===== config.mk =====
export PLATFORM = sky130hd
export DESIGN_NAME = ipv4_fragment_planner_core
export DESIGN_NICKNAME = d
export VERILOG_FILES = /design/src/rtl/ifp_pkg.sv /design/src/rtl/ifp_seq.sv /design/src/rtl/ipv4_fragment_planner_core.sv
export VERILOG_INCLUDE_DIRS = /design/src /design/src/rtl
export SDC_FILE = /design/constraint.sdc
export NUM_CORES = 1
export LEC_CHECK = 0
export ABC_CLOCK_PERIOD_IN_PS = 8800
export BUFFER_PORTS_ARGS = -buffer_cell sky130_fd_sc_hd__buf_4
export CELL_PAD_IN_SITES_DETAIL_PLACEMENT = 2
export CELL_PAD_IN_SITES_GLOBAL_PLACEMENT = 2
export CORE_MARGIN = 5
export CORE_UTILIZATION = 39
export CTS_CLUSTER_DIAMETER = 120
export CTS_CLUSTER_SIZE = 40
export DETAILED_ROUTE_END_ITERATION = 10
export PLACE_DENSITY = 0.76
export SLEW_MARGIN = 25
export SYNTH_ARGS = -nofsm -noshare
export SYNTH_HDL_FRONTEND = slang
export SYNTH_SLANG_ARGS = --single-unit

===== constraint.sdc =====
create_clock -name clk -period 8.8 [get_ports clk]
set_input_delay 0.44 -clock clk [delete_from_list [all_inputs] [get_ports clk]]
set_output_delay 0.44 -clock clk [all_outputs]
set_load 0.005 [all_outputs]

===== src/rtl/ipv4_fragment_planner_core_assert.svh =====
// assertion macros for the fragment planner rtl
`ifndef IPV4_FRAGMENT_PLANNER_CORE_ASSERT_SVH
`define IPV4_FRAGMENT_PLANNER_CORE_ASSERT_SVH

// same-cycle implication, checked outside reset
`define IFP_ASSERT_NOW(label, clk, rst_n, ante, cons, msg) \
	label: assert property (@(posedge clk) disable iff (!(rst_n)) (ante) |-> (cons)) \
		else $error(msg);

// next-cycle implication, checked outside reset
`define IFP_ASSERT_NEXT(label, clk, rst_n, ante, cons, msg) \
	label: assert property (@(posedge clk) disable iff (!(rst_n)) (ante) |=> (cons)) \
		else $error(msg);

`endif


===== src/rtl/ifp_pkg.sv =====
// types, constants and microcode table of the ipv4 fragment planner
`default_nettype none

package ifp_pkg;

	localparam logic [5:0]  BASE_HDR    = 6'd20;
	localparam logic [15:0] WHOLE_IDENT = 16'h0800;
	localparam logic [13:0] MTU_MIN     = 14'd1088;
	localparam logic [13:0] MTU_MAX     = 14'd9216;
	localparam logic [13:0] MTU_RESET   = 14'd1500;
	localparam logic [13:0] MAXP_MASK   = 14'h3FF8;
	localparam logic [5:0]  FRAG_LAST_K = 6'd63;

	typedef logic [3:0] pc_t;

	localparam pc_t STEP_LOAD  = 4'd0;
	localparam pc_t STEP_CHECK = 4'd1;
	localparam pc_t STEP_TAKE  = 4'd2;
	localparam pc_t STEP_ICMPQ = 4'd3;
	localparam pc_t STEP_FRAG  = 4'd4;
	localparam pc_t STEP_DONE  = 4'd5;
	localparam pc_t STEP_WHOLE = 4'd6;
	localparam pc_t STEP_DROP  = 4'd7;
	localparam pc_t STEP_ICMP  = 4'd8;

	typedef enum logic [1:0] {
		ACT_FRAG  = 2'd0,
		ACT_WHOLE = 2'd1,
		ACT_DROP  = 2'd2,
		ACT_ICMP  = 2'd3
	} action_t;

	typedef enum logic [2:0] {
		OP_NONE,
		OP_LOAD,
		OP_TAKE,
		OP_FRAG,
		OP_WHOLE,
		OP_DROP,
		OP_ICMP
	} op_t;

	typedef enum logic [2:0] {
		COND_ALWAYS,
		COND_FITS,
		COND_DROP,
		COND_ICMP,
		COND_MORE
	} cond_t;

	typedef struct packed {
		op_t   op;
		cond_t cond;
		pc_t   target;
	} ucode_t;

	// condition inputs from the datapath to the sequencer
	typedef struct packed {
		logic in_valid;
		logic emit_ok;
		logic fits;
		logic drop;
		logic icmp;
		logic more;
	} seq_flags_t;

	// control word handed to the datapath
	typedef struct packed {
		op_t  op;
		logic go;
	} seq_ctl_t;

	// branch is taken when cond holds, otherwise the step falls through
	function automatic ucode_t ucode_rom(input pc_t pc);
		ucode_t w;
		unique case (pc)
			STEP_LOAD:  w = '{op: OP_LOAD,  cond: COND_ALWAYS, target: STEP_CHECK};
			STEP_CHECK: w = '{op: OP_NONE,  cond: COND_FITS,   target: STEP_WHOLE};
			STEP_TAKE:  w = '{op: OP_TAKE,  cond: COND_DROP,   target: STEP_DROP};
			STEP_ICMPQ: w = '{op: OP_NONE,  cond: COND_ICMP,   target: STEP_ICMP};
			STEP_FRAG:  w = '{op: OP_FRAG,  cond: COND_MORE,   target: STEP_FRAG};
			STEP_DONE:  w = '{op: OP_NONE,  cond: COND_ALWAYS, target: STEP_LOAD};
			STEP_WHOLE: w = '{op: OP_WHOLE, cond: COND_ALWAYS, target: STEP_LOAD};
			STEP_DROP:  w = '{op: OP_DROP,  cond: COND_ALWAYS, target: STEP_LOAD};
			STEP_ICMP:  w = '{op: OP_ICMP,  cond: COND_ALWAYS, target: STEP_LOAD};
			default:    w = '{op: OP_NONE,  cond: COND_ALWAYS, target: STEP_LOAD};
		endcase
		return w;
	endfunction

endpackage

`default_nettype wire


===== src/rtl/ifp_seq.sv =====
// microcode sequencer: step counter, control table and branch logic
`default_nettype none

module ifp_seq
	import ifp_pkg::*;
(
	input  wire logic       clk,
	input  wire logic       arst_n,
	input  wire seq_flags_t flags,
	output seq_ctl_t        ctl
);

	pc_t    pc_q;
	ucode_t uw;
	logic   ready;
	logic   taken;

	assign uw = ucode_rom(pc_q);

	always_comb begin
		// a step waits for its handshake partner before it executes
		unique case (uw.op)
			OP_LOAD:  ready = flags.in_valid;
			OP_FRAG,
			OP_WHOLE,
			OP_DROP,
			OP_ICMP:  ready = flags.emit_ok;
			default:  ready = 1'b1;
		endcase

		unique case (uw.cond)
			COND_ALWAYS: taken = 1'b1;
			COND_FITS:   taken = flags.fits;
			COND_DROP:   taken = flags.drop;
			COND_ICMP:   taken = flags.icmp;
			COND_MORE:   taken = flags.more;
			default:     taken = 1'b1;
		endcase
	end

	assign ctl.op = uw.op;
	assign ctl.go = ready;

	always_ff @(posedge clk or negedge arst_n) begin
		if (!arst_n) begin
			pc_q <= STEP_LOAD;
		end else if (ready) begin
			pc_q <= taken ? uw.target : pc_t'(pc_q + 4'd1);
		end
	end

endmodule

`default_nettype wire


===== src/rtl/ipv4_fragment_planner_core.sv =====
// sequence: load and check steps, then a whole word; or load, check, take, then a drop
// word; or load, check, take, icmp query, then an icmp word or up to 64 fragments, one
// per cycle while the receiver does not stall, and a done step; steps run one per cycle
// unless a step waits on its handshake; the next input word waits for the last step
// reset: asynchronous, clears step counter, output valid and ident counter, mtu 1500
`default_nettype none

module ipv4_fragment_planner_core
	import ifp_pkg::*;
(
	input  wire logic        clk,
	input  wire logic        arst_n,
	input  wire logic        cfg_valid,
	output logic             cfg_ready,
	input  wire logic [13:0] cfg_data,
	input  wire logic        in_valid,
	output logic             in_stall,
	input  wire logic        req_type,
	input  wire logic [15:0] packet_len,
	input  wire logic [5:0]  header_len,
	input  wire logic [15:0] frag_field,
	output logic             out_valid,
	input  wire logic        out_stall,
	output logic [1:0]       action,
	output logic [15:0]      read_offset,
	output logic [13:0]      frag_payload_len,
	output logic [15:0]      total_length,
	output logic [13:0]      flags_offset,
	output logic [5:0]       hdr_bytes,
	output logic [15:0]      ident,
	output logic [13:0]      reported_mtu,
	output logic             last
);

	`include "ipv4_fragment_planner_core_assert.svh"

	seq_flags_t flags;
	seq_ctl_t   ctl;

	logic [13:0] link_mtu_q;
	logic [15:0] next_ident_q;
	logic        out_valid_q;

	logic        type_q;
	logic [15:0] plen_q;
	logic [5:0]  hlen_q;
	logic [15:0] frag_q;
	logic [13:0] mtu_q;
	logic [15:0] id_q;
	logic [16:0] off_q;
	logic [15:0] total_q;
	logic [5:0]  hl_q;
	logic [5:0]  skip_q;
	logic [13:0] maxp_q;
	logic [5:0]  k_q;

	logic [5:0]  hlen_in;
	logic [13:0] mtu_in;
	logic [5:0]  hfirst;
	logic [16:0] rem;
	logic [13:0] pl;
	logic [16:0] nxt;
	logic        mf;
	logic        emit;

	ifp_seq u_seq (
		.clk    (clk),
		.arst_n (arst_n),
		.flags  (flags),
		.ctl    (ctl)
	);

	assign cfg_ready = 1'b1;
	assign in_stall  = (ctl.op != OP_LOAD);
	assign out_valid = out_valid_q;

	// header length in words of four, at least the base header
	assign hlen_in = ({header_len[5:2], 2'b00} < BASE_HDR) ? BASE_HDR
		: {header_len[5:2], 2'b00};
	assign mtu_in = (link_mtu_q < MTU_MIN) ? MTU_MIN
		: ((link_mtu_q > MTU_MAX) ? MTU_MAX : link_mtu_q);

	assign hfirst = type_q ? hlen_q : BASE_HDR;
	assign rem    = {1'b0, total_q} - off_q;
	assign pl     = (rem < {3'b000, maxp_q}) ? rem[13:0] : maxp_q;
	assign nxt    = off_q + {3'b000, maxp_q};
	assign mf     = (nxt < {1'b0, total_q});

	assign flags.in_valid = in_valid;
	assign flags.emit_ok  = !out_valid_q || !out_stall;
	assign flags.fits     = type_q ? (plen_q <= {2'b00, mtu_q})
		: (({1'b0, plen_q} + 17'd20) <= {3'b000, mtu_q});
	assign flags.drop     = type_q && (frag_q[12:0] != 13'd0);
	assign flags.icmp     = type_q && (frag_q[14:13] != 2'b00);
	assign flags.more     = mf && (k_q != FRAG_LAST_K);

	assign emit = ctl.go && ((ctl.op == OP_FRAG) || (ctl.op == OP_WHOLE)
		|| (ctl.op == OP_DROP) || (ctl.op == OP_ICMP));

	always_ff @(posedge clk or negedge arst_n) begin
		if (!arst_n) begin
			link_mtu_q   <= MTU_RESET;
			next_ident_q <= '0;
			out_valid_q  <= 1'b0;
		end else begin
			if (cfg_valid && cfg_ready)
				link_mtu_q <= cfg_data;
			if (ctl.go && (ctl.op == OP_TAKE))
				next_ident_q <= next_ident_q + 16'd1;
			if (emit)
				out_valid_q <= 1'b1;
			else if (!out_stall)
				out_valid_q <= 1'b0;
		end
	end

	// working registers of the datapath
	always_ff @(posedge clk) begin
		if (ctl.go) begin
			unique case (ctl.op)
				OP_LOAD: begin
					type_q <= req_type;
					plen_q <= packet_len;
					hlen_q <= hlen_in;
					frag_q <= frag_field;
					mtu_q  <= mtu_in;
				end
				OP_TAKE: begin
					id_q    <= next_ident_q;
					off_q   <= '0;
					k_q     <= '0;
					hl_q    <= hfirst;
					skip_q  <= type_q ? hlen_q : 6'd0;
					total_q <= type_q ? (plen_q - {10'd0, hlen_q}) : plen_q;
					maxp_q  <= (mtu_q - {8'd0, hfirst}) & MAXP_MASK;
				end
				OP_FRAG: begin
					off_q  <= nxt;
					k_q    <= k_q + 6'd1;
					hl_q   <= BASE_HDR;
					maxp_q <= (mtu_q - {8'd0, BASE_HDR}) & MAXP_MASK;
				end
				default: begin
				end
			endcase
		end
	end

	// output word register
	always_ff @(posedge clk) begin
		if (emit) begin
			read_offset      <= '0;
			frag_payload_len <= '0;
			total_length     <= '0;
			flags_offset     <= '0;
			hdr_bytes        <= '0;
			ident            <= '0;
			reported_mtu     <= '0;
			last             <= 1'b1;
			unique case (ctl.op)
				OP_FRAG: begin
					action           <= ACT_FRAG;
					read_offset      <= off_q[15:0] + {10'd0, skip_q};
					frag_payload_len <= pl;
					total_length     <= {10'd0, hl_q} + {2'b00, pl};
					flags_offset     <= {mf, off_q[15:3]};
					hdr_bytes        <= hl_q;
					ident            <= id_q;
					last             <= !mf;
				end
				OP_WHOLE: begin
					action <= ACT_WHOLE;
					if (type_q) begin
						frag_payload_len <= (plen_q >= {10'd0, hlen_q})
							? 14'(plen_q - {10'd0, hlen_q}) : 14'd0;
						total_length     <= plen_q;
						flags_offset     <= frag_q[13:0];
						hdr_bytes        <= hlen_q;
					end else begin
						frag_payload_len <= plen_q[13:0];
						total_length     <= plen_q + 16'd20;
						hdr_bytes        <= BASE_HDR;
						ident            <= WHOLE_IDENT;
					end
				end
				OP_DROP: begin
					action <= ACT_DROP;
				end
				default: begin
					action       <= ACT_ICMP;
					reported_mtu <= mtu_q;
				end
			endcase
		end
	end

	`IFP_ASSERT_NEXT(a_one_word_in, clk, arst_n, in_valid && !in_stall, in_stall, "second input word taken before first was planned")
	`IFP_ASSERT_NOW(a_not_last_is_frag, clk, arst_n, out_valid && !last, action == ACT_FRAG, "non-final word is not a fragment")
	`IFP_ASSERT_NOW(a_mtu_only_icmp, clk, arst_n, out_valid && (action != ACT_ICMP), reported_mtu == 14'd0, "mtu reported outside icmp word")
	`IFP_ASSERT_NEXT(a_ident_step, clk, arst_n, 1'b1, (next_ident_q == $past(next_ident_q)) || (next_ident_q == 16'($past(next_ident_q) + 16'd1)), "ident counter jumped")

endmodule

`default_nettype wire


### Yosys cells after proc, flatten, opt, wreduce, memory -nomap -nowiden

Memories as Yosys holds them, arrays and structs flattened.
Cells that the tools add are included.

* register bits: 267
* bits in read-only memories: 160
* input port bits: 58
* output and inout bits: 102
* memories: 1

* add/sub/neg operators: 12
* $lt $le $gt $ge: 8
* eq/ne operators: 13
* muxes and demuxes: 25
* reductions and logical operators: 21

Memories
* (no name shown): words 16, bits a word 10, read ports 1, clocked after memory_dff 0, wr ports 0, RTL line ifp_pkg.sv:76 `unique case (pc)`

Operator list (count)
* case mux 14 bit (2 select lines): 3
* 2-to-1 mux 14 bit: 5
* case mux 16 bit (2 select lines): 2
* case mux 6 bit (2 select lines): 3
* case mux 17 bit (2 select lines): 1
* 2-to-1 mux 16 bit: 2
* adder 16 x 5 -> 17 bit (second input constant): 1
* adder 17 x 14 -> 17 bit: 1
* <= comparator 17 x 14 -> 1 bit: 1
* < comparator 17 x 14 -> 1 bit: 1
* < comparator 17 x 16 -> 1 bit: 1
* subtractor 16 x 17 -> 17 bit: 1
* adder 16 x 1 -> 16 bit (second input constant): 1
* adder 16 x 5 -> 16 bit (second input constant): 1
* adder 16 x 6 -> 16 bit: 1
* greater-or-equal comparator 16 x 6 -> 1 bit: 1
* <= comparator 16 x 14 -> 1 bit: 1
* subtractor 16 x 6 -> 16 bit: 1
* adder 6 x 14 -> 15 bit: 1
* greater-than comparator 14 bit (second input constant): 1
* < comparator 14 x 11 -> 1 bit (second input constant): 1
* subtractor 14 x 5 -> 14 bit (second input constant): 1
* subtractor 14 x 6 -> 14 bit: 1
* nonzero test 13 bit: 1
* 24 further kinds: 45

### Depth between registers and ports, before layout

Gate-level depths: netlist of run 1.
An unclocked memory read counts as a cell.

* word-level depth: 7
* mapped depth: 25

### Modules after synthesis

A second synthesis of run 1 with hierarchy kept.

* cell total of the unflattened synthesis: 1214
* area, all modules: 13919.6 sq um

By module, submodules not included
* ipv4_fragment_planner_core: instances 1, cells an instance 1166, area an instance 13469.2 sq um, sequential area each 7270.7 sq um
* ifp_seq: instances 1, cells an instance 48, area an instance 450.4 sq um, sequential area each 100.1 sq um

### Worst setup path after synthesis of run 1

No wires, ideal clock.

* path type: flip-flop to flip-flop
* start point: register u_seq.pc_q[1]
* end point: register action[0], enable pin
* library setup time: 580 ps
* data arrival time: 6027 ps
* required time: 8220 ps
* slack: 2193 ps
* cell stages (with the launch flop): 9
* clock period less this slack: 6607 ps
* cells stage by stage: dfrtp_1 -> clkbuf_1 -> inv_1 -> ha_1 -> nor2_1 -> nand2_1 -> o21ai_0 -> a21oi_1 -> a21oi_1

* cells in the longest elaborated chain, start to end: 6
* elaborated cells on any way between the ends: 12
* those cells by class: eq/ne: 5; mux: 1; reduce/logical: 5; memory: 1

RTL lines
* start: declaration: RTL line ifp_seq.sv:13 `pc_t pc_q;`
* start signal: assignment: RTL line ifp_seq.sv:48 `pc_q <= taken ? uw.target : pc_t'(pc_q + 4'd1);`
* memory (16 x 10 bit) (*)
* branches (longest 4 deep; another with OR reduction 4 bit)
* logical AND 1 bit (*): RTL line ipv4_fragment_planner_core.sv:97 `assign emit = ctl.go && ((ctl.op == OP_FRAG) || (ctl.op == OP_WHOLE)`
* via emit: RTL line ipv4_fragment_planner_core.sv:64 `logic emit;`
* end signal: assignment: RTL line ipv4_fragment_planner_core.sv:162 `action <= ACT_FRAG;`
* end signal: assignment: RTL line ipv4_fragment_planner_core.sv:172 `action <= ACT_WHOLE;`
* end signal: assignment: RTL line ipv4_fragment_planner_core.sv:187 `action <= ACT_DROP;`
* end: declaration: RTL line ipv4_fragment_planner_core.sv:24 `output logic [1:0] action,`

Mark *: on every way through the listed nets, which the timed path passes.
A chain may end at the register's enable or synchronous reset.

### Final worst setup path of run 1

* start point: register off_q[4]
* end point: register total_length[12] (data pin)

* cells in the longest elaborated chain, start to end: 5

RTL lines
* start: declaration: RTL line ipv4_fragment_planner_core.sv:50 `logic [16:0] off_q;`
* start signal: assignment: RTL line ipv4_fragment_planner_core.sv:138 `off_q <= nxt;`
* subtractor 16 x 17 -> 17 bit (*): RTL line ipv4_fragment_planner_core.sv:84 `assign rem = {1'b0, total_q} - off_q;`
* < comparator 17 x 14 -> 1 bit: RTL line ipv4_fragment_planner_core.sv:85 `assign pl = (rem < {3'b000, maxp_q}) ? rem[13:0] : maxp_q;`
* 2-to-1 mux 14 bit (*): RTL line ipv4_fragment_planner_core.sv:85
* adder 6 x 14 -> 15 bit (*): RTL line ipv4_fragment_planner_core.sv:165 `total_length <= {10'd0, hl_q} + {2'b00, pl};`
* case mux 16 bit (2 select lines) (*): RTL line ipv4_fragment_planner_core.sv:160 `unique case (ctl.op)`
* end signal: assignment: RTL line ipv4_fragment_planner_core.sv:165
* end signal: assignment: RTL line ipv4_fragment_planner_core.sv:176 `total_length <= plen_q;`
* end signal: assignment: RTL line ipv4_fragment_planner_core.sv:181 `total_length <= plen_q + 16'd20;`
* end: declaration: RTL line ipv4_fragment_planner_core.sv:27 `output logic [15:0] total_length,`

Mark *: on every way between the ends. The rest lies on a longest branch, timed or not.

==> impl_metrics.py, run 1 <==
metrics = {
    "grt": {
        "grt_pass1_vias": 10800,
        "antenna_found_initial": 0,
        "grt_pass1_wl_um": 63020,
        "grtUsageTotal_pct": 20.68,
        "grt_overflow": 0,
        "grt_max_degree": 78,
    },
    "power": {
        "seqPwrFrac_pct": 34.5,
        "power_leakage_uw": 0.006127,
        "p_int_uw": 3642,
        "p_sw_uw": 3050,
        "p_comb_share_pct": 55.6,
        "swShare_pct": 45.58,
        "cellPowerDensity_nw_per_um2": 427.9,
        "clkPwrFrac_pct": 9.9,
        "vdd_drop_max_mv": 0.2466,
    },
    "layout": {
        "multiInputGateArea_um2": 5798,
        "drive_gt1_share_pct": 16.10,
        "register_area_um2": 7371,
        "nets": 1496,
        "design_area_um2": 15640,
        "fillers": 3562,
        "area_growth_pct": 14.78,
        "antenna_cells": 0,
    },
    "sta": {
        "period_share_pct": 72.19,
        "max_freq_mhz": 157.4,
        "slew_headroom_pct": 30.59,
        "period_needed_ps": 6353,
        "worstMarginPinSlew_ps": 1037,
        "hold_violations": 0,
        "skew_ps": 48.47,
        "drv_slew": 0,
        "whs_ps": 90.30,
        "rsz0062_at_grt": "no",
        "setup_violations": 0,
        "finalSetupTns_ps": 0,
    },
    "setup_path": {
        "crit_type": "reg -> reg",
        "worst_setup_path_start_kind": "register",
        "r2r_slack_ps": 2450,
        "arrival_ps": 6590,
        "required_ps": 9030,
        "worst_setup_path_end_kind": "register",
        "path_max_fanout": 35,
    },
    "yosys": {
        "seq_area_frac_synth_pct": 54.10,
        "synthXorXnorAreaFrac_pct": 7.006,
        "yosys.area_share.simple_pct": 13.73,
        "yosys_warnings": 0,
        "synthMostInstantiatedCell": "edfxtp_1",
        "synthCells": 1210,
        "avgSynthCellArea_um2": 11.26,
        "synth_mux_area_share_pct": 2.002,
        "synth_area_um2": 13630,
        "synth_top_cell_by_area": "edfxtp_1",
        "synth_top_family_by_area": "simple AND/OR/NAND/NOR gates",
        "synth_edf_count": 216,
        "synth_ff_type": "edfxtp_1",
        "synth_compound_gate_area_share_pct": 9.789,
        "synth.distinct_cells": 63,
        "synth.top_cell.area_share_pct": 47.60,
        "synth-async-reset-ratio_pct": 13.94,
        "ys_top_cells_by_count": "edfxtp_1, ha_1, nor2_1",
        "synth-adder-area-share_pct": 9.458,
        "synth_area_leaders": "edfxtp_1, ha_1, xnor2_1, dfrtp_1, nor2_1",
        "synth-seq-cells": 251,
    },
    "floorplanning": {
        "core.rowCount": 68,
        "fp.dieW_um": 196.9,
        "die_h_um": 196.9,
        "die-area_um2": 38780,
        "initial_core_util_pct": 39.45,
        "core_um2": 34540,
        "io_pins": 160,
    },
    "detailed_routing": {
        "vias": 9711,
        "firstDrtPassIters": 4,
        "wire_per_inst_um": 22.71,
        "routed_via_density": 5.404,
        "drtIter0Drc": 442,
        "post-route-drc-count": 0,
        "antenna_left": 0,
        "wl_um": 40800,
    },
    "clock_network": {
        "ctsResizeCount": 0,
        "cts_buffer_depth": 3,
        "cts_sinks": 251,
        "cts_setup_buffers": 0,
        "clk_latency_ps": 520,
        "clkTransAtPathRegs_ps": 150,
        "cts_tree": "yes",
        "root_buffer": "clkbuf_16",
        "cts_hold_buf": 1,
        "htree_num_levels": 1,
        "numCtsBuffers": 11,
    },
    "place": {
        "dpl.hpwl_um": 31450,
        "gp_congestion": 0.8567,
        "port_buffers": 151,
        "dpl_cell_area_um2": 15260,
    },
    "job": {
        "drv_cap": 0,
    },
    "worst_hold_path": {
        "hold_path_class": "in -> reg",
    },
    "outcome": {
        "outcome": "complete, no violations",
    },
}
[stage by stage]
| step | worst slack (ps) | total power [µW] | cells | util [%] |
|---|---|---|---|---|
| 2_1_floorplan | 2193 | 4652 | 1213 | - |
| 6_report | 2447 | 6692 | 1797 | 45.28 |
| 5_1_grt | 1873 | 7209 | 1797 | 45.28 |
| 3_5_place_dp | 2437 | 6071 | 1779 | 44.17 |
| 3_3_place_gp | 2625 | 5835 | 1779 | 44.16 |
| 4_1_cts | 2359 | 6788 | 1797 | 45.27 |
[cells in the final DEF (no fill, tap or decap), types with 4 or more instances in the layout]
cell type,synthesis,layout
nor4_1,11,11
a211oi_1,10,10
fa_1,5,5
edfxtp_1,216,216
or3_1,9,9
xnor2_1,84,84
clkbuf_16,0,11
o22ai_1,12,12
inv_1,85,85
xor2_1,25,25
ha_1,95,95
buf_4,5,158
a22o_1,5,5
and3_1,13,13
dfrtp_1,28,28
nand3_1,40,40
a21oi_1,56,53
or2_2,4,4
a32o_1,6,6
o21a_1,8,8
nand2b_1,10,10
a21o_1,17,17
nand2_1,83,83
nor2_1,94,92
mux2_2,18,18
dfstp_2,7,7
nor2b_1,11,11
mux2i_1,7,7
conb_1,2,5
o21bai_1,6,5
nor3_1,21,20
nand4_1,20,20
o21ai_0,63,63
and2_1,47,47
[area by class of cell]
class,count,area share (%)
Timing Repair Buffer,160,7.720
Multi-Input combinational cell,827,37.07
Sequential cell,251,47.13
Tap cell,455,3.640
Inverter,87,2.088
Clock buffer,13,1.808
Clock inverter,4,0.5440
[sequential cells by signal, indices dropped and copies added, names as in the netlist, 15 cells and up]
register	cells
id_q	16
ident	16
next_ident_q	16
plen_q	16
total_length	16
total_q	16
frag_q	15
[cell families after synthesis]
kind of cell             after synthesis
adder cells (fa/ha/maj)              100
flip-flops                           251
other                                  2
AND/OR/NAND/NOR                      376
XOR/XNOR                             109
multiplexers                          25
buffers and inverters                135
AO/OA/AOI/OAI                        212
[final timing paths]
path,start,end,cells past startpoint
worst max-delay path,off_q[4],total_length[12],22
worst min register to register,plen_q[0],total_q[0],0
worst max register to register,off_q[4],total_length[12],22
worst min-delay path,packet_len[12],plen_q[12],1
min in group asynchronous,arst_n,link_mtu_q[11],2
max in group asynchronous,arst_n,next_ident_q[9],2
[per-layer routing]
layer	global-route usage (%)	routed length [µm]	vias to the layer above
li1	-	-	4569
met1	26.44	17370	4930
met2	37.65	21010	171
met3	2.239	1423	41
met4	5.008	1005	0
met5	0	0	-
[critical path, cell delays in order (launching register included)]
cell and delay [ps]:
edfxtp_1 450, inv_1 180, ha_1 400, nor2b_1 160, nor3_1 60, o31a_1 370
xnor2_1 520, ha_1 380, a21oi_1 170, a21oi_1 80, o31ai_1 330, o21ai_0 210
nor4_4 150, buf_4 380, a21oi_1 220, fa_1 470, a21oi_1 200, nor2_1 60
nor2_1 480, nor3_1 150, mux2i_1 330, xnor2_1 180, o22ai_1 120
[power groups by stage]
| stage | clock, µW | sequential (µW) | combinational (µW) |
|---|---|---|---|
| 2_1_floorplan | 0 | 2240 | 2410 |
| 3_3_place_gp | 0 | 2300 | 3530 |
| 3_5_place_dp | 0 | 2340 | 3730 |
| 4_1_cts | 688 | 2320 | 3780 |
| 5_1_grt | 727 | 2370 | 4120 |
| 6_report | 662 | 2310 | 3720 |
(Power assumes the default switching activity.)
==> run 2, diff against run 1 <==
--- a/config.mk
+++ b/config.mk
@@ -6,16 +6,16 @@
 export SDC_FILE = /design/constraint.sdc
 export NUM_CORES = 1
 export LEC_CHECK = 0
-export ABC_CLOCK_PERIOD_IN_PS = 8800
+export ABC_CLOCK_PERIOD_IN_PS = 5700
 export BUFFER_PORTS_ARGS = -buffer_cell sky130_fd_sc_hd__buf_4
 export CELL_PAD_IN_SITES_DETAIL_PLACEMENT = 2
 export CELL_PAD_IN_SITES_GLOBAL_PLACEMENT = 2
 export CORE_MARGIN = 5
-export CORE_UTILIZATION = 39
+export CORE_UTILIZATION = 35
 export CTS_CLUSTER_DIAMETER = 120
 export CTS_CLUSTER_SIZE = 40
 export DETAILED_ROUTE_END_ITERATION = 10
-export PLACE_DENSITY = 0.76
+export PLACE_DENSITY = 0.72
 export SLEW_MARGIN = 25
 export SYNTH_ARGS = -nofsm -noshare
 export SYNTH_HDL_FRONTEND = slang
==> constraint.sdc (replaced) <==
create_clock -name clk -period 5.7 [get_ports clk]
set_input_delay 0.285 -clock clk [delete_from_list [all_inputs] [get_ports clk]]
set_output_delay 0.285 -clock clk [all_outputs]
set_load 0.005 [all_outputs]
==> run 2 against run 1 <==
Clock power up 57%. Sequential share of layout area is 2.1 points lower. Die area up 11%. Routed wire length up 3.6%. Global-route usage decreased by 1.6 points. Combinational power rose by 62%. Via count up 1.5%. Hold slack lost 60 ps. Core utilization fell by 2.8 points. Count of clock-buffer cells in the layout fell by 1.
==> impl_metrics.py, run 2 (same netlist as run 1, synthesis figures left out) <==
metrics = {
    "layout": {
        "antenna_cells": 0,
        "area_growth_pct": 20.22,
        "design_area_um2": 16380,
        "nets": 1559,
        "layout_commonest_cell": "edfxtp_1",
        "drive_gt1_share_pct": 17.51,
        "register_area_um2": 7371,
        "layout_common_cells": "edfxtp_1, buf_4, nor2_1, ha_1, inv_1",
        "fillers": 4087,
        "fin_cells": 1923,
        "multiInputGateArea_um2": 5867,
    },
    "clock_network": {
        "cts_tree": "yes",
        "numCtsBuffers": 11,
        "clk_latency_ps": 520,
        "htree_num_levels": 1,
        "cts_sinks": 251,
        "cts_buffer_depth": 3,
        "clkTransAtPathRegs_ps": 150,
        "root_buffer": "clkbuf_16",
    },
    "sta": {
        "period_needed_ps": 5381,
        "finalSetupTns_ps": 0,
        "period_share_pct": 94.40,
        "fin_ws_ps": 319.2,
        "skew_ps": 57.61,
        "worstMarginPinSlew_ps": 866.1,
        "drv_slew": 0,
        "hold_violations": 0,
        "setup_violations": 0,
        "slew_headroom_pct": 42.26,
        "max_freq_mhz": 185.8,
    },
    "grt": {
        "grt_max_degree": 84,
        "antenna_found_initial": 0,
        "grt_pass1_wl_um": 65590,
        "grtUsageTotal_pct": 19.09,
        "grt_pass1_vias": 11150,
        "grt_overflow": 0,
    },
    "power": {
        "total_power_uw": 10640,
        "seqPwrFrac_pct": 33.5,
        "clkPwrFrac_pct": 9.7,
        "p_sw_uw": 4791,
        "vdd_drop_max_mv": 0.3143,
        "swShare_pct": 45.01,
        "power_leakage_uw": 0.006418,
        "p_comb_share_pct": 56.8,
        "cellPowerDensity_nw_per_um2": 649.8,
        "p_int_uw": 5853,
    },
    "place": {
        "placed_cells": 1855,
        "gp_congestion": 0.8628,
        "dpl_cell_area_um2": 15440,
        "dp_slack_ps": -6.575,
        "port_buffers": 151,
        "dpl.hpwl_um": 31780,
    },
    "outcome": {
        "outcome": "complete, no violations",
    },
    "floorplanning": {
        "core.rowCount": 72,
        "die_h_um": 207.3,
        "core_um2": 38560,
        "fp.dieW_um": 207.3,
        "die-area_um2": 42980,
        "io_pins": 160,
        "initial_core_util_pct": 35.34,
    },
    "detailed_routing": {
        "antenna_left": 0,
        "routed_via_density": 5.125,
        "drtIter0Drc": 501,
        "post-route-drc-count": 0,
        "wire_per_inst_um": 21.98,
        "wl_um": 42260,
        "firstDrtPassIters": 4,
        "vias": 9856,
    },
    "setup_path": {
        "crit_chain": "inv_1 -> ha_2 -> nor2_1 -> o31a_1 -> o21a_1 -> o311a_1 -> ha_1 -> a21oi_1 -> o21ai_0 -> o31ai_1 -> o21ai_1 -> nor4_4 -> buf_6 -> a21oi_1 -> buf_4 -> fa_1 -> a21oi_1 -> nor2_1 -> nor2_1 -> buf_4 -> nor3_1 -> xnor2_1 -> o21ai_0 -> o22ai_1",
        "worst_setup_path_end_kind": "register",
        "arrival_ps": 5610,
        "worst_setup_path_start_kind": "register",
        "path_max_fanout": 11,
        "worst_path_max_delay_cell": "fa_1",
        "required_ps": 5930,
        "crit_type": "reg -> reg",
        "critPathMaxStageDelay_ps": 440,
    },
    "job": {
        "drv_cap": 0,
    },
    "worst_hold_path": {
        "hold_path_class": "in -> reg",
    },
}
run 2: path summary, 6_finish.rpt:
check                      startpoint               to  slack, ps  depth (start not counted)
min in group asynchronous      arst_n    u_seq.pc_q[1]        290                          2
max in group asynchronous      arst_n  next_ident_q[8]       5010                          2
max reg2reg                  off_q[5]  total_length[8]        320                         24
min reg2reg                 plen_q[0]       total_q[0]        480                          0
min                         out_stall        out_valid         30                          3
max                          off_q[5]  total_length[8]        320                         24
run 2: repair_timing:
item,CTS,global route
hold buffers,47,1
endpoints found under the hold margin,74,1
pin swaps,0,2
buffers inserted,0,3
resized for setup,3,14
endpoints found under the setup margin,3,8
run 2: critical path, delay by kind of cell, from the launching register on:
family / cells / cell delay [ps]
AOI/OAI and AO/OA: 11 / 2270
adders and majority gates: 3 / 1170
buffers and inverters: 4 / 650
and+or+nand+nor: 5 / 450
DFF: 1 / 430
xor gates and xnor gates: 1 / 130
run 2: routing by layer:
metal | up-vias | part of all wire (%) | track usage [%]
met5 | - | 0 | 0
li1 | 4707 | - | -
met1 | 4983 | 43 | 24.01
met4 | 0 | 2.4 | 4.583
met2 | 130 | 52 | 35.11
met3 | 36 | 2.5 | 2.191
run 2: layout make-up:
type / instances / area share (%)
clock buffer: 12 / 1.703
clock inverter: 5 / 0.4812
inverter: 87 / 1.994
multi-input combinational: 827 / 35.82
sequential: 251 / 45.00
tap: 518 / 3.957
timing repair buffer: 223 / 11.05
run 2: power by group through the flow:
stage / clock, µW / sequential [µW] / combinational [µW]
after floorplan: 0 / 3430 / 3720
after global placement: 0 / 3570 / 5650
final: 1040 / 3560 / 6040
after CTS: 1070 / 3570 / 6010
after global routing: 1140 / 3650 / 6690
after detailed placement: 0 / 3600 / 5900
run 2: per-stage QoR:
step	utilization (%)	hold WS (ps)
final	42.48	30.04
after CTS	42.24	0.6631
after detailed placement	40.04	318.0
after global routing	42.48	35.78
after floorplan	-	-10.59
after global placement	40.04	310.6
==> run 3, diff against run 2 <==
--- a/config.mk
+++ b/config.mk
@@ -16,6 +16,7 @@
 export CTS_CLUSTER_SIZE = 40
 export DETAILED_ROUTE_END_ITERATION = 10
 export PLACE_DENSITY = 0.72
+export SETUP_SLACK_MARGIN = 0.4
 export SLEW_MARGIN = 25
 export SYNTH_ARGS = -nofsm -noshare
 export SYNTH_HDL_FRONTEND = slang
==> run 3 against run 2 <==
Routed wire length increased by 2.2%. Sequential power about the same. Setup slack improved by 130 ps. Global-route usage increased by 0.098 points. Register-to-register slack improved by 130 ps. Die area unchanged. Count of clock-buffer cells in the layout unchanged. Critical path depth decreased by 1. Hold slack improved by 11 ps. Sequential share of layout area decreased by 0.90 points. Non-clock buffer count increased by 19. Cell count increased by 0.99%. Critical path type unchanged.
==> impl_metrics.py, run 3 (same netlist as run 1, synthesis figures left out) <==
metrics = {
    "layout": {
        "drive_gt1_share_pct": 20.51,
        "nets": 1578,
        "fillers": 4055,
        "layout_common_cells": "edfxtp_1, buf_4, nor2_1, ha_1, xnor2_1",
        "layout_commonest_cell": "edfxtp_1",
        "antenna_cells": 0,
        "fin_cells": 1942,
        "area_growth_pct": 22.68,
    },
    "power": {
        "power_leakage_uw": 0.006530,
        "p_comb_share_pct": 59.1,
        "clkPwrFrac_pct": 9.2,
        "vdd_drop_max_mv": 0.3131,
        "seqPwrFrac_pct": 31.7,
        "p_sw_uw": 5040,
        "swShare_pct": 44.77,
        "total_power_uw": 11260,
        "cellPowerDensity_nw_per_um2": 673.5,
        "p_int_uw": 6218,
    },
    "clock_network": {
        "htree_num_levels": 1,
        "clk_latency_ps": 510,
        "numCtsBuffers": 11,
        "cts_sinks": 251,
        "cts_buffer_depth": 3,
        "clkTransAtPathRegs_ps": 150,
        "root_buffer": "clkbuf_16",
        "cts_tree": "yes",
    },
    "sta": {
        "setup_violations": 0,
        "whs_ps": 40.62,
        "period_share_pct": 92.13,
        "slew_headroom_pct": 41.12,
        "rsz0062_at_grt": "no",
        "skew_ps": 51.67,
        "worstMarginPinSlew_ps": 883.3,
        "period_needed_ps": 5251,
        "drv_slew": 0,
        "max_freq_mhz": 190.4,
        "hold_violations": 0,
    },
    "setup_path": {
        "crit_chain": "ha_4 -> nor2b_1 -> nor3_1 -> o31a_1 -> o21a_1 -> o311a_4 -> ha_4 -> nand4_1 -> a21oi_1 -> o31ai_2 -> o21ai_2 -> nor4_4 -> buf_6 -> nor2_1 -> a21oi_2 -> ha_1 -> a21o_1 -> a21oi_4 -> o21bai_4 -> and3_1 -> mux2_2 -> xnor2_1 -> o22ai_1",
        "arrival_ps": 5490,
        "worst_setup_path_start_kind": "register",
        "crit_top_cell": "ha_4",
        "path_max_fanout": 5,
        "worst_path_max_delay_cell": "edfxtp_1",
        "required_ps": 5940,
        "critPathMaxStageDelay_ps": 470,
        "cp_top_family": "compound AO/OA/AOI/OAI gates",
        "path_buf_inv": 1,
        "worst_setup_path_end_kind": "register",
        "crit_type": "reg -> reg",
    },
    "outcome": {
        "outcome": "complete, no violations",
    },
    "floorplanning": {
        "io_pins": 160,
        "die_h_um": 207.3,
        "initial_core_util_pct": 35.34,
        "fp.dieW_um": 207.3,
        "die-area_um2": 42980,
        "core_um2": 38560,
        "core.rowCount": 72,
    },
    "detailed_routing": {
        "vias": 9975,
        "wire_per_inst_um": 22.24,
        "wl_um": 43180,
        "post-route-drc-count": 0,
        "firstDrtPassIters": 4,
        "antenna_left": 0,
        "drtIter0Drc": 502,
        "routed_via_density": 5.136,
    },
    "grt": {
        "antenna_found_initial": 0,
        "grt_pass1_wl_um": 65940,
        "grt_max_degree": 84,
        "grtUsageTotal_pct": 19.18,
        "grt_overflow": 0,
        "grt_pass1_vias": 11240,
    },
    "place": {
        "placed_cells": 1855,
        "gp_congestion": 0.8628,
        "port_buffers": 151,
        "dpl.hpwl_um": 31780,
    },
    "job": {
        "drv_cap": 0,
    },
    "worst_hold_path": {
        "hold_path_class": "in -> reg",
    },
}
==> run 3: area by class of cell <==
class / instances / area (µm²) / area share [%]
Sequential cell: 251 / 7371 / 44.09
Timing Repair Buffer: 242 / 1951 / 11.67
Clock inverter: 5 / 78.83 / 0.4716
Inverter: 87 / 326.6 / 1.954
Clock buffer: 12 / 279.0 / 1.669
Multi-Input combinational cell: 827 / 6062 / 36.27
Tap cell: 518 / 648.1 / 3.877
==> run 3: worst min-delay path, delay by kind of cell <==
kind / cells / cell delay (ps)
buffers and inverters: 1 / 100
AND/OR/NAND/NOR: 2 / 140
==> run 3: per-layer routing <==
layer | part of all wire, % | wire (µm) | track usage (%) | vias up
met5 | 0 | 0 | 0 | -
met1 | 43 | 18550 | 24.00 | 5075
li1 | - | - | - | 4739
met2 | 52 | 22520 | 35.45 | 120
met3 | 2.4 | 1039 | 2.206 | 41
met4 | 2.5 | 1067 | 4.583 | 0
==> run 3: final timing paths <==
check / startpoint / end / slack (ps) / cells past startpoint
hold reg to reg: plen_q[0] / total_q[0] / 480 / 0
max in group asynchronous: arst_n / next_ident_q[10] / 5010 / 2
setup reg to reg: total_q[4] / total_length[13] / 450 / 23
setup / recovery: total_q[4] / total_length[13] / 450 / 23
min in group asynchronous: arst_n / next_ident_q[2] / 300 / 2
hold / removal: out_stall / out_valid / 40 / 3
==> run 3: power groups by stage <==
stage | clock network [µW] | logic [µW] | registers, µW
after floorplan | 0 | 3720 | 3430
after global placement | 0 | 5650 | 3570
after detailed placement | 0 | 5900 | 3600
after CTS | 1070 | 6170 | 3570
after global routing | 1140 | 7280 | 3660
final | 1030 | 6660 | 3570
==> run 3: metrics by stage <==
step           TNS (ps)  worst slack (ps)  area, µm²  util, %
3_3_place_gp          0             225.4      15440    40.04
4_1_cts               0             401.7      16430    42.62
3_5_place_dp     -6.575            -6.575      15440    40.04
2_1_floorplan         0             431.1      13640        -
5_1_grt               0             302.8      16720    43.35
6_report              0             448.6      16720    43.35
==> run 3: timing repair <==
action | CTS | global route
setup endpoints to repair | 9 | 13
setup buffers | 7 | 14
hold endpoints to repair | 74 | 1
hold buffers | 47 | 1
pin swaps | 2 | 14
gates resized for setup | 21 | 36
gates cloned | 0 | 1
